$ cat config.mk
export PLATFORM = sky130hd
export DESIGN_NAME = udp_ip_encap_checksum
export DESIGN_NICKNAME = d
export VERILOG_FILES = /design/src/rtl/uiec_pkg.sv /design/src/rtl/udp_ip_encap_checksum.sv
export SDC_FILE = /design/constraint.sdc
export NUM_CORES = 2
export LEC_CHECK = 0
export ABC_CLOCK_PERIOD_IN_PS = 29800
export BUFFER_PORTS_ARGS = -buffer_cell sky130_fd_sc_hd__buf_2
export CORE_ASPECT_RATIO = 0.8
export CORE_MARGIN = 10
export CORE_UTILIZATION = 60
export DETAILED_ROUTE_END_ITERATION = 10
export HOLD_SLACK_MARGIN = 0.02
export PLACE_DENSITY_LB_ADDON = 0.15
export SETUP_SLACK_MARGIN = 0.05
export SYNTH_ARGS = -nofsm -noshare
export SYNTH_HDL_FRONTEND = slang
export SYNTH_SLANG_ARGS = --single-unit
$ cat constraint.sdc
create_clock -name clk -period 29.8 [get_ports clk]
set_input_delay 1.49 -clock clk [delete_from_list [all_inputs] [get_ports clk]]
set_output_delay 1.49 -clock clk [all_outputs]
set_load 0.02 [all_outputs]
$ cat src/rtl/uiec_pkg.sv
`timescale 1ns / 1ps

package uiec_pkg;

	// Item kinds on the request channel.
	localparam logic REQ_DESC = 1'b0;
	localparam logic REQ_WORD = 1'b1;

	// Configuration register indexes.
	localparam logic CFG_CAPTURE_ENABLE = 1'b0;
	localparam logic CFG_CAPTURE_MASK   = 1'b1;

	// Protocol numbers and fixed header values.
	localparam logic [7:0]  PROTO_UDP    = 8'd17;
	localparam logic [7:0]  PROTO_ICMP   = 8'd1;
	localparam logic [7:0]  PROTO_ICMPV6 = 8'd58;
	localparam logic [7:0]  HOP_LIMIT    = 8'd64;
	localparam logic [15:0] IP4_VER_IHL  = 16'h4500;
	localparam logic [15:0] NO_ZERO_SUM  = 16'hffff;

	// Header sizes in bytes.
	localparam logic [16:0] IP4_HDR_BYTES = 17'd20;
	localparam logic [16:0] IP6_HDR_BYTES = 17'd40;
	localparam logic [16:0] UDP_HDR_BYTES = 17'd8;

	typedef struct packed {
		logic        req_type;
		logic [15:0] kind_bits;
		logic        is_ipv6;
		logic        is_icmp;
		logic [15:0] src_port;
		logic [15:0] dst_port;
		logic [15:0] payload_len;
		logic [63:0] src_addr_hi;
		logic [63:0] src_addr_lo;
		logic [63:0] dst_addr_hi;
		logic [63:0] dst_addr_lo;
		logic [15:0] payload_word;
	} uiec_in_t;

	typedef struct packed {
		logic        dropped;
		logic [15:0] ip_checksum;
		logic [15:0] l4_checksum;
		logic [15:0] ip_length;
		logic [15:0] udp_length;
		logic [7:0]  ip_protocol;
		logic [16:0] record_length;
		logic [31:0] record_number;
	} uiec_out_t;

	// Plain sum of the eight 16-bit words of a 128-bit value.
	function automatic logic [18:0] word_sum8(input logic [127:0] v);
		logic [18:0] acc;
		acc = '0;
		for (int i = 0; i < 8; i++) begin
			acc = acc + {3'b000, v[i*16 +: 16]};
		end
		return acc;
	endfunction

	// Fold a plain sum into a 16-bit one's-complement sum with end-around carry.
	// A nonzero input never folds to zero.
	function automatic logic [15:0] csum_fold21(input logic [20:0] x);
		logic [16:0] t;
		t = {1'b0, x[15:0]} + {12'b0, x[20:16]};
		return t[15:0] + {15'b0, t[16]};
	endfunction

	// One's-complement add of two 16-bit values.
	function automatic logic [15:0] csum_add16(input logic [15:0] a, input logic [15:0] b);
		logic [16:0] t;
		t = {1'b0, a} + {1'b0, b};
		return t[15:0] + {15'b0, t[16]};
	endfunction

endpackage

$ cat src/rtl/udp_ip_encap_checksum.sv
`timescale 1ns / 1ps

// A result passes the input register, stages 2 and 3 and the output register before it is valid.
// One item per cycle unless stalled; each payload word is one end-around-carry add to the sum.
// The request side stalls only while a finished result waits in the output register.
// Reset clears the configuration, the in-packet flag, the record counter and all valid flags.
module udp_ip_encap_checksum
	import uiec_pkg::*;
(
	input  logic        clk,
	input  logic        arst_n,
	input  logic        req_valid,
	output logic        req_stall,
	input  uiec_in_t    req,
	output logic        rsp_valid,
	input  logic        rsp_stall,
	output uiec_out_t   rsp,
	input  logic        cfg_valid,
	output logic        cfg_ready,
	input  logic        cfg_index,
	input  logic [15:0] cfg_data
);

	// Configuration registers.
	logic        cap_en_q;
	logic [15:0] cap_mask_q;

	// Pipeline stages.
	logic        vld_s1;
	uiec_in_t    req_s1;

	logic        vld_s2, type_s2, v6_s2, icmp_s2, odd_s2, keep_s2;
	logic [15:0] words_s2, udplen_s2, iplen_s2, sport_s2, dport_s2, word_s2;
	logic [7:0]  proto_s2;
	logic [16:0] record_s2;
	logic [18:0] src_sum_s2, dst_sum_s2;
	logic [31:0] sa_s2, da_s2;

	logic        vld_s3, type_s3, icmp_s3, odd_s3, keep_s3;
	logic [15:0] words_s3, udplen_s3, iplen_s3, word_s3, pseudo_s3, ipsum_s3;
	logic [7:0]  proto_s3;
	logic [16:0] record_s3;

	// Packet state.
	logic        in_packet_q;
	logic [15:0] run_sum_q;
	logic [15:0] words_left_q;
	logic [1:0]  word_idx_q;
	logic        odd_q, zero_w1_q;
	logic [15:0] ipsum_q, iplen_q, udplen_q;
	logic [7:0]  proto_q;
	logic [16:0] record_q;
	logic [31:0] pkt_count_q;

	logic      out_valid_q;
	uiec_out_t out_q;

	// The whole pipeline moves unless a result waits and is stalled.
	logic adv;
	assign adv       = !out_valid_q || !rsp_stall;
	assign req_stall = !adv;
	assign rsp_valid = out_valid_q;
	assign rsp       = out_q;
	assign cfg_ready = 1'b1;

	// Configuration writes.
	always_ff @(posedge clk or negedge arst_n) begin
		if (!arst_n) begin
			cap_en_q   <= 1'b0;
			cap_mask_q <= '0;
		end else if (cfg_valid && cfg_ready) begin
			unique case (cfg_index)
				CFG_CAPTURE_ENABLE: cap_en_q   <= cfg_data[0];
				CFG_CAPTURE_MASK:   cap_mask_q <= cfg_data;
				default:            cap_en_q   <= cap_en_q;
			endcase
		end
	end

	// Stage 1: input register.
	always_ff @(posedge clk or negedge arst_n) begin
		if (!arst_n) begin
			vld_s1 <= 1'b0;
		end else if (adv) begin
			vld_s1 <= req_valid;
		end
	end

	always_ff @(posedge clk) begin
		if (adv && req_valid) begin
			req_s1 <= req;
		end
	end

	// Stage 2: header fields, lengths, filter decision and address word sums.
	logic [16:0]  len17, l4len17;
	logic [15:0]  l4len16;
	logic [127:0] src_words, dst_words;
	logic         use_v4_addr;

	always_comb begin
		len17       = {1'b0, req_s1.payload_len};
		l4len17     = req_s1.is_icmp ? len17 : len17 + UDP_HDR_BYTES;
		l4len16     = l4len17[15:0];
		use_v4_addr = !req_s1.is_ipv6 && !req_s1.is_icmp;
		if (req_s1.is_ipv6) begin
			src_words = {req_s1.src_addr_hi, req_s1.src_addr_lo};
			dst_words = {req_s1.dst_addr_hi, req_s1.dst_addr_lo};
		end else if (use_v4_addr) begin
			src_words = {96'b0, req_s1.src_addr_lo[31:0]};
			dst_words = {96'b0, req_s1.dst_addr_lo[31:0]};
		end else begin
			src_words = '0;
			dst_words = '0;
		end
	end

	always_ff @(posedge clk or negedge arst_n) begin
		if (!arst_n) begin
			vld_s2 <= 1'b0;
		end else if (adv) begin
			vld_s2 <= vld_s1;
		end
	end

	always_ff @(posedge clk) begin
		if (adv && vld_s1) begin
			type_s2    <= req_s1.req_type;
			v6_s2      <= req_s1.is_ipv6;
			icmp_s2    <= req_s1.is_icmp;
			odd_s2     <= req_s1.payload_len[0];
			keep_s2    <= cap_en_q && ((req_s1.kind_bits & cap_mask_q) != 16'd0);
			words_s2   <= 16'((len17 + 17'd1) >> 1);
			udplen_s2  <= req_s1.is_icmp ? 16'd0 : l4len16;
			iplen_s2   <= req_s1.is_ipv6 ? l4len16 : l4len16 + IP4_HDR_BYTES[15:0];
			proto_s2   <= req_s1.is_icmp ? (req_s1.is_ipv6 ? PROTO_ICMPV6 : PROTO_ICMP)
			                             : PROTO_UDP;
			record_s2  <= (req_s1.is_ipv6 ? IP6_HDR_BYTES : IP4_HDR_BYTES)
			              + (req_s1.is_icmp ? 17'd0 : UDP_HDR_BYTES) + len17;
			sport_s2   <= req_s1.src_port;
			dport_s2   <= req_s1.dst_port;
			word_s2    <= req_s1.payload_word;
			src_sum_s2 <= word_sum8(src_words);
			dst_sum_s2 <= word_sum8(dst_words);
			sa_s2      <= req_s1.src_addr_lo[31:0];
			da_s2      <= req_s1.dst_addr_lo[31:0];
		end
	end

	// Stage 3: pseudoheader sum and IPv4 header checksum.
	logic [18:0] misc_sum, hdr_sum;
	logic [20:0] total_sum;
	logic [15:0] l4len_s2;

	always_comb begin
		l4len_s2 = v6_s2 ? iplen_s2 : udplen_s2;
		misc_sum = '0;
		if (v6_s2 || !icmp_s2) begin
			misc_sum = {11'b0, proto_s2} + {3'b0, l4len_s2};
			if (!icmp_s2) begin
				misc_sum = misc_sum + {3'b0, sport_s2} + {3'b0, dport_s2}
				           + {3'b0, udplen_s2};
			end
		end
		total_sum = {2'b00, src_sum_s2} + {2'b00, dst_sum_s2} + {2'b00, misc_sum};
		hdr_sum = {3'b0, IP4_VER_IHL} + {3'b0, iplen_s2} + {3'b0, HOP_LIMIT, proto_s2}
		          + {3'b0, sa_s2[31:16]} + {3'b0, sa_s2[15:0]}
		          + {3'b0, da_s2[31:16]} + {3'b0, da_s2[15:0]};
	end

	always_ff @(posedge clk or negedge arst_n) begin
		if (!arst_n) begin
			vld_s3 <= 1'b0;
		end else if (adv) begin
			vld_s3 <= vld_s2;
		end
	end

	always_ff @(posedge clk) begin
		if (adv && vld_s2) begin
			type_s3   <= type_s2;
			icmp_s3   <= icmp_s2;
			odd_s3    <= odd_s2;
			keep_s3   <= keep_s2;
			words_s3  <= words_s2;
			udplen_s3 <= udplen_s2;
			iplen_s3  <= iplen_s2;
			proto_s3  <= proto_s2;
			record_s3 <= record_s2;
			word_s3   <= word_s2;
			pseudo_s3 <= csum_fold21(total_sum);
			ipsum_s3  <= v6_s2 ? 16'd0 : ~csum_fold21({2'b00, hdr_sum});
		end
	end

	// Commit: packet state update and result generation.
	logic [15:0] word_m, sum_next, csum_c, l4_out;
	logic        emit, emit_drop;
	uiec_out_t   drop_rec;

	always_comb begin
		word_m = word_s3;
		if (words_left_q == 16'd1 && odd_q) begin
			word_m = word_m & 16'hff00;
		end
		if (zero_w1_q && word_idx_q == 2'd1) begin
			word_m = 16'd0;
		end
		sum_next  = (type_s3 == REQ_DESC) ? pseudo_s3 : csum_add16(run_sum_q, word_m);
		csum_c    = ~sum_next;
		l4_out    = (csum_c == 16'd0) ? NO_ZERO_SUM : csum_c;
		emit_drop = vld_s3 && type_s3 == REQ_DESC && !keep_s3;
		emit      = vld_s3 && (((type_s3 == REQ_DESC) && keep_s3 && words_s3 == 16'd0)
		            || ((type_s3 == REQ_WORD) && in_packet_q && words_left_q == 16'd1));
		drop_rec         = '0;
		drop_rec.dropped = 1'b1;
	end

	always_ff @(posedge clk or negedge arst_n) begin
		if (!arst_n) begin
			in_packet_q <= 1'b0;
			pkt_count_q <= '0;
			out_valid_q <= 1'b0;
		end else if (adv) begin
			out_valid_q <= emit || emit_drop;
			if (emit) begin
				pkt_count_q <= pkt_count_q + 32'd1;
			end
			if (vld_s3) begin
				if (type_s3 == REQ_DESC) begin
					in_packet_q <= keep_s3 && words_s3 != 16'd0;
				end else if (in_packet_q && words_left_q == 16'd1) begin
					in_packet_q <= 1'b0;
				end
			end
		end
	end

	always_ff @(posedge clk) begin
		if (adv && vld_s3) begin
			if (type_s3 == REQ_DESC) begin
				run_sum_q    <= pseudo_s3;
				words_left_q <= words_s3;
				word_idx_q   <= 2'd0;
				odd_q        <= odd_s3;
				zero_w1_q    <= icmp_s3;
				ipsum_q      <= ipsum_s3;
				iplen_q      <= iplen_s3;
				udplen_q     <= udplen_s3;
				proto_q      <= proto_s3;
				record_q     <= record_s3;
			end else if (in_packet_q) begin
				run_sum_q    <= sum_next;
				words_left_q <= words_left_q - 16'd1;
				if (word_idx_q != 2'd2) begin
					word_idx_q <= word_idx_q + 2'd1;
				end
			end
		end
	end

	// Output register; a descriptor that finishes at once reports its own fields.
	always_ff @(posedge clk) begin
		if (adv) begin
			if (emit_drop) begin
				out_q <= drop_rec;
			end else if (emit) begin
				out_q.dropped       <= 1'b0;
				out_q.l4_checksum   <= l4_out;
				out_q.record_number <= pkt_count_q + 32'd1;
				if (type_s3 == REQ_DESC) begin
					out_q.ip_checksum   <= ipsum_s3;
					out_q.ip_length     <= iplen_s3;
					out_q.udp_length    <= udplen_s3;
					out_q.ip_protocol   <= proto_s3;
					out_q.record_length <= record_s3;
				end else begin
					out_q.ip_checksum   <= ipsum_q;
					out_q.ip_length     <= iplen_q;
					out_q.udp_length    <= udplen_q;
					out_q.ip_protocol   <= proto_q;
					out_q.record_length <= record_q;
				end
			end
		end
	end

	// A dropped packet reports nothing but the drop flag.
	assert property (@(posedge clk) disable iff (!arst_n)
		out_valid_q && out_q.dropped |->
			out_q.record_number == 32'd0 && out_q.l4_checksum == 16'd0
			&& out_q.record_length == 17'd0)
		else $error("dropped result carries nonzero fields");

	// A sent L4 checksum is never zero.
	assert property (@(posedge clk) disable iff (!arst_n)
		out_valid_q && !out_q.dropped |-> out_q.l4_checksum != 16'd0)
		else $error("zero L4 checksum sent");

	// The record counter matches the number of the waiting result.
	assert property (@(posedge clk) disable iff (!arst_n)
		out_valid_q && !out_q.dropped |-> out_q.record_number == pkt_count_q)
		else $error("record number out of step with counter");

	// A packet in progress always expects at least one more word.
	assert property (@(posedge clk) disable iff (!arst_n)
		in_packet_q |-> words_left_q != 16'd0)
		else $error("packet open with no words left");

	// The request side stalls only behind a waiting result.
	assert property (@(posedge clk) disable iff (!arst_n)
		req_stall |-> out_valid_q && rsp_stall)
		else $error("request stalled without a waiting result");

endmodule
==> out/results.ini <==
[clock_tree]
worst_skew_pair.late_latency_ns = 0.68
tritoncts = yes
root_buffer = sky130_fd_sc_hd__clkbuf_16
clkTransAtPathRegs_ns = 0.06
htree_levels = 3
clock_tree.buffer_depth = 3
clock-sinks = 942
cts_buffer_count = 93
cts_repair_resize_count = 0
postCtsSetupRepairBufs = 0
hold_buffers = 0

[worst_setup_path]
rr_endpoint = pseudo_s3[14]
worst-r2r-cell-count = 42
worst_setup_path_start_kind = register
cp-end-kind = register
critPathTopFamily = compound AO/OA/AOI/OAI gates
setup.reg_to_reg.worst_slack_ns = 19.09
number_of_buffer_and_inverter_stages_on_the_critical_path = 2
critPathArrivalTime_ns = 11.08
cp_slowest_cell = sky130_fd_sc_hd__or4b_2
cp.depth = 42
worst-endpoint-required_ns = 30.17
timing.critical_path.slowest_cell_delay_ns = 0.62
origin_of_the_critical_flop_to_flop_path = v6_s2
critical-path-top-cell-by-count = sky130_fd_sc_hd__ha_1
criticalPathCategory = reg -> reg
critPathMaxFanout = 50

[floorplan]
die-width_um = 336
die-height_um = 273
die-area_mm2 = 0.0917
start_util_pct = 60.7
std_cell_rows = 92
core_region_area_mm2 = 0.0790
design.portCount = 486

[global_routing]
groute.usage.overall_pct = 23.8
grt-ovfl-total = 0
first_global_vias = 28900
grt_antenna_before_repair = 8
grt_start_max_net_pins = 166
first_pass_grt_wire_length_um = 166000

[flow_run]
cap_violations = 0

[routing]
wl_um = 109000
detail_route.first_pass.iterations = 6
drtAntennaViolNets = 0
vias_per_cell = 5.54
post_drt_wl_per_cell_um = 21.4
routed-via-count = 28200
starting_drc_count_in_detailed_routing = 2371
drcViolationCount = 0

[worst_hold_path]
hold-path-endpoint = words_s3[15]
hold-path-cell-count = 0
min-delay-start = words_s2[15]
holdCritPathClass = reg -> reg

[layout]
postLayoutCoreUtil_pct = 68.7
final_nets = 4785
drive_above_1_share_pct = 17.6
layout_commonest_cell = sky130_fd_sc_hd__edfxtp_1
layout.cells.most_common_list = sky130_fd_sc_hd__edfxtp_1, sky130_fd_sc_hd__buf_2, sky130_fd_sc_hd__fa_1, sky130_fd_sc_hd__inv_1, sky130_fd_sc_hd__nand2_1
instances_no_fill = 5084
layout-area-overhead-vs-synth_pct = 13.1

[sta]
setup_viol_count_final = 0
setup-tns-final_ns = 0
post-route-period-util_pct = 35.9
maxClockFrequency_mhz = 93.4
maxSlewHeadroom_pct = 28.2
final.min_clock_period_ns = 10.71
max_slew.worst_pin.slew_ns = 1.08
fin_skew_ns = 0.0326
rsz0062_at_grt = no
hold_viol_final = 0
report.final.slew_viol_count = 0

[placed_design]
finalWeightedCongestion = 0.937
post_placement_cell_count = 4911
hpwl_um = 83000
portBuffers = 481

[synth]
avgSynthCellArea_um2 = 13.8
synth_warnings = 0
count_of_state_elements_after_synthesis = 942
synth_xor_area_share_pct = 4.59
synth_top_family_by_area = adder cells
synth_edf_count = 888
post_synth_fa_ha_maj_area_fraction_pct = 16.5
netlist-cell-type-count = 93
post_synth_mux_area_share_pct = 2.26
synth-async-reset-ratio_pct = 5.73
simple_gate_area_share_of_the_yosys_netlist_pct = 9.46
synth_compound_area_share_pct = 5.47
number_of_instances_in_the_synthesized_netlist = 3475
seq_area_frac_synth_pct = 58.4
ys_dominant_reg_cell = sky130_fd_sc_hd__edfxtp_1
syn-cell-area_mm2 = 0.0480

[outcome]
outcome = completed

-- synthesized netlist by cell type (37+ instances only) --
library cell / count / area, um^2
sky130_fd_sc_hd__xnor2_1: 152 / 1330
sky130_fd_sc_hd__nand2_1: 278 / 1040
sky130_fd_sc_hd__mux2i_1: 62 / 621
sky130_fd_sc_hd__and2_1: 132 / 826
sky130_fd_sc_hd__xor2_1: 97 / 850
sky130_fd_sc_hd__dfrtp_1: 54 / 1350
sky130_fd_sc_hd__nor2_1: 258 / 968
sky130_fd_sc_hd__clkbuf_1: 71 / 267
sky130_fd_sc_hd__fa_1: 301 / 6030
sky130_fd_sc_hd__a21o_1: 37 / 278
sky130_fd_sc_hd__o21ai_0: 59 / 295
sky130_fd_sc_hd__a21oi_1: 92 / 460
sky130_fd_sc_hd__ha_1: 151 / 1890
sky130_fd_sc_hd__nand3_1: 58 / 290
sky130_fd_sc_hd__nor3_1: 44 / 220
sky130_fd_sc_hd__mux2_2: 40 / 450
sky130_fd_sc_hd__edfxtp_1: 888 / 26700
sky130_fd_sc_hd__inv_1: 299 / 1120
-- logic make-up (layout without fill, tap and decap cells) --
logic type	count (synthesis)	after routing
and+or+nand+nor	944	944
other	2	7
adders and majority gates	452	452
AOI/OAI and AO/OA	380	380
DFF	942	942
muxes	103	103
xor gates and xnor gates	250	250
buffers and inverters	402	972
-- worst reg2reg max path, delay by kind of cell (launching register included) --
family                     cells  cell delay [ns]
AOI/OAI and AO/OA             14             3.06
xor gates and xnor gates       3             0.51
buffers and inverters          2             0.51
and+or+nand+nor               14             2.96
DFF                            1             0.36
adders and majority gates      9             3.01
-- per-layer routing --
layer  share of wire [%]  track usage [%]  vias to the layer above
li1                    -                -                    13200
met1                  42             32.7                    13800
met2                  48             37.9                      936
met3                 7.3             4.79                      200
met4                 3.4             7.86                       10
met5               0.053                0                        -
-- flip-flops by register name, summed over array words and instances, names as in the netlist, 19 cells and up --
register     flops
pkt_count_q     32
rsp            114
dst_sum_s2      19
src_sum_s2      19
da_s2           32
sa_s2           32
req_s1         323
-- how the worst max path moves through the flow --
stage | from | endpoint | slack, ns
2_1_floorplan | rsp_stall | len17[0] | 19.70
3_3_place_gp | v6_s2 | pseudo_s3[14] | 19.52
3_5_place_dp | v6_s2 | pseudo_s3[14] | 19.30
4_1_cts | v6_s2 | pseudo_s3[14] | 19.22
5_1_grt | v6_s2 | pseudo_s3[14] | 18.32
6_report | v6_s2 | pseudo_s3[14] | 19.09
-- final cells by class --
| class | count | area, um^2 |
|---|---|---|
| Clock inverter | 49 | 392 |
| Antenna cell | 3 | 7.51 |
| Fill cell | 5612 | 24700 |
| Clock buffer | 121 | 2440 |
| Multi-Input combinational cell | 2133 | 18400 |
| Inverter | 301 | 1130 |
| Tap cell | 1034 | 1290 |
| Timing Repair Buffer | 501 | 2570 |
| Sequential cell | 942 | 28000 |
-- per-stage QoR --
stage               cell area (um^2)  hold slack, ns  worst slack [ns]
floorplan                      48000           0.400             19.70
global placement               51400           0.402             19.52
detailed placement             51400           0.405             19.30
CTS                            54300           0.398             19.22
global route                   54300           0.419             18.32
finish                         54300           0.400             19.09
Power is left out: the tool's default activity adds up to more than one toggle a clock period on the data nets, which glitch-free logic cannot reach.
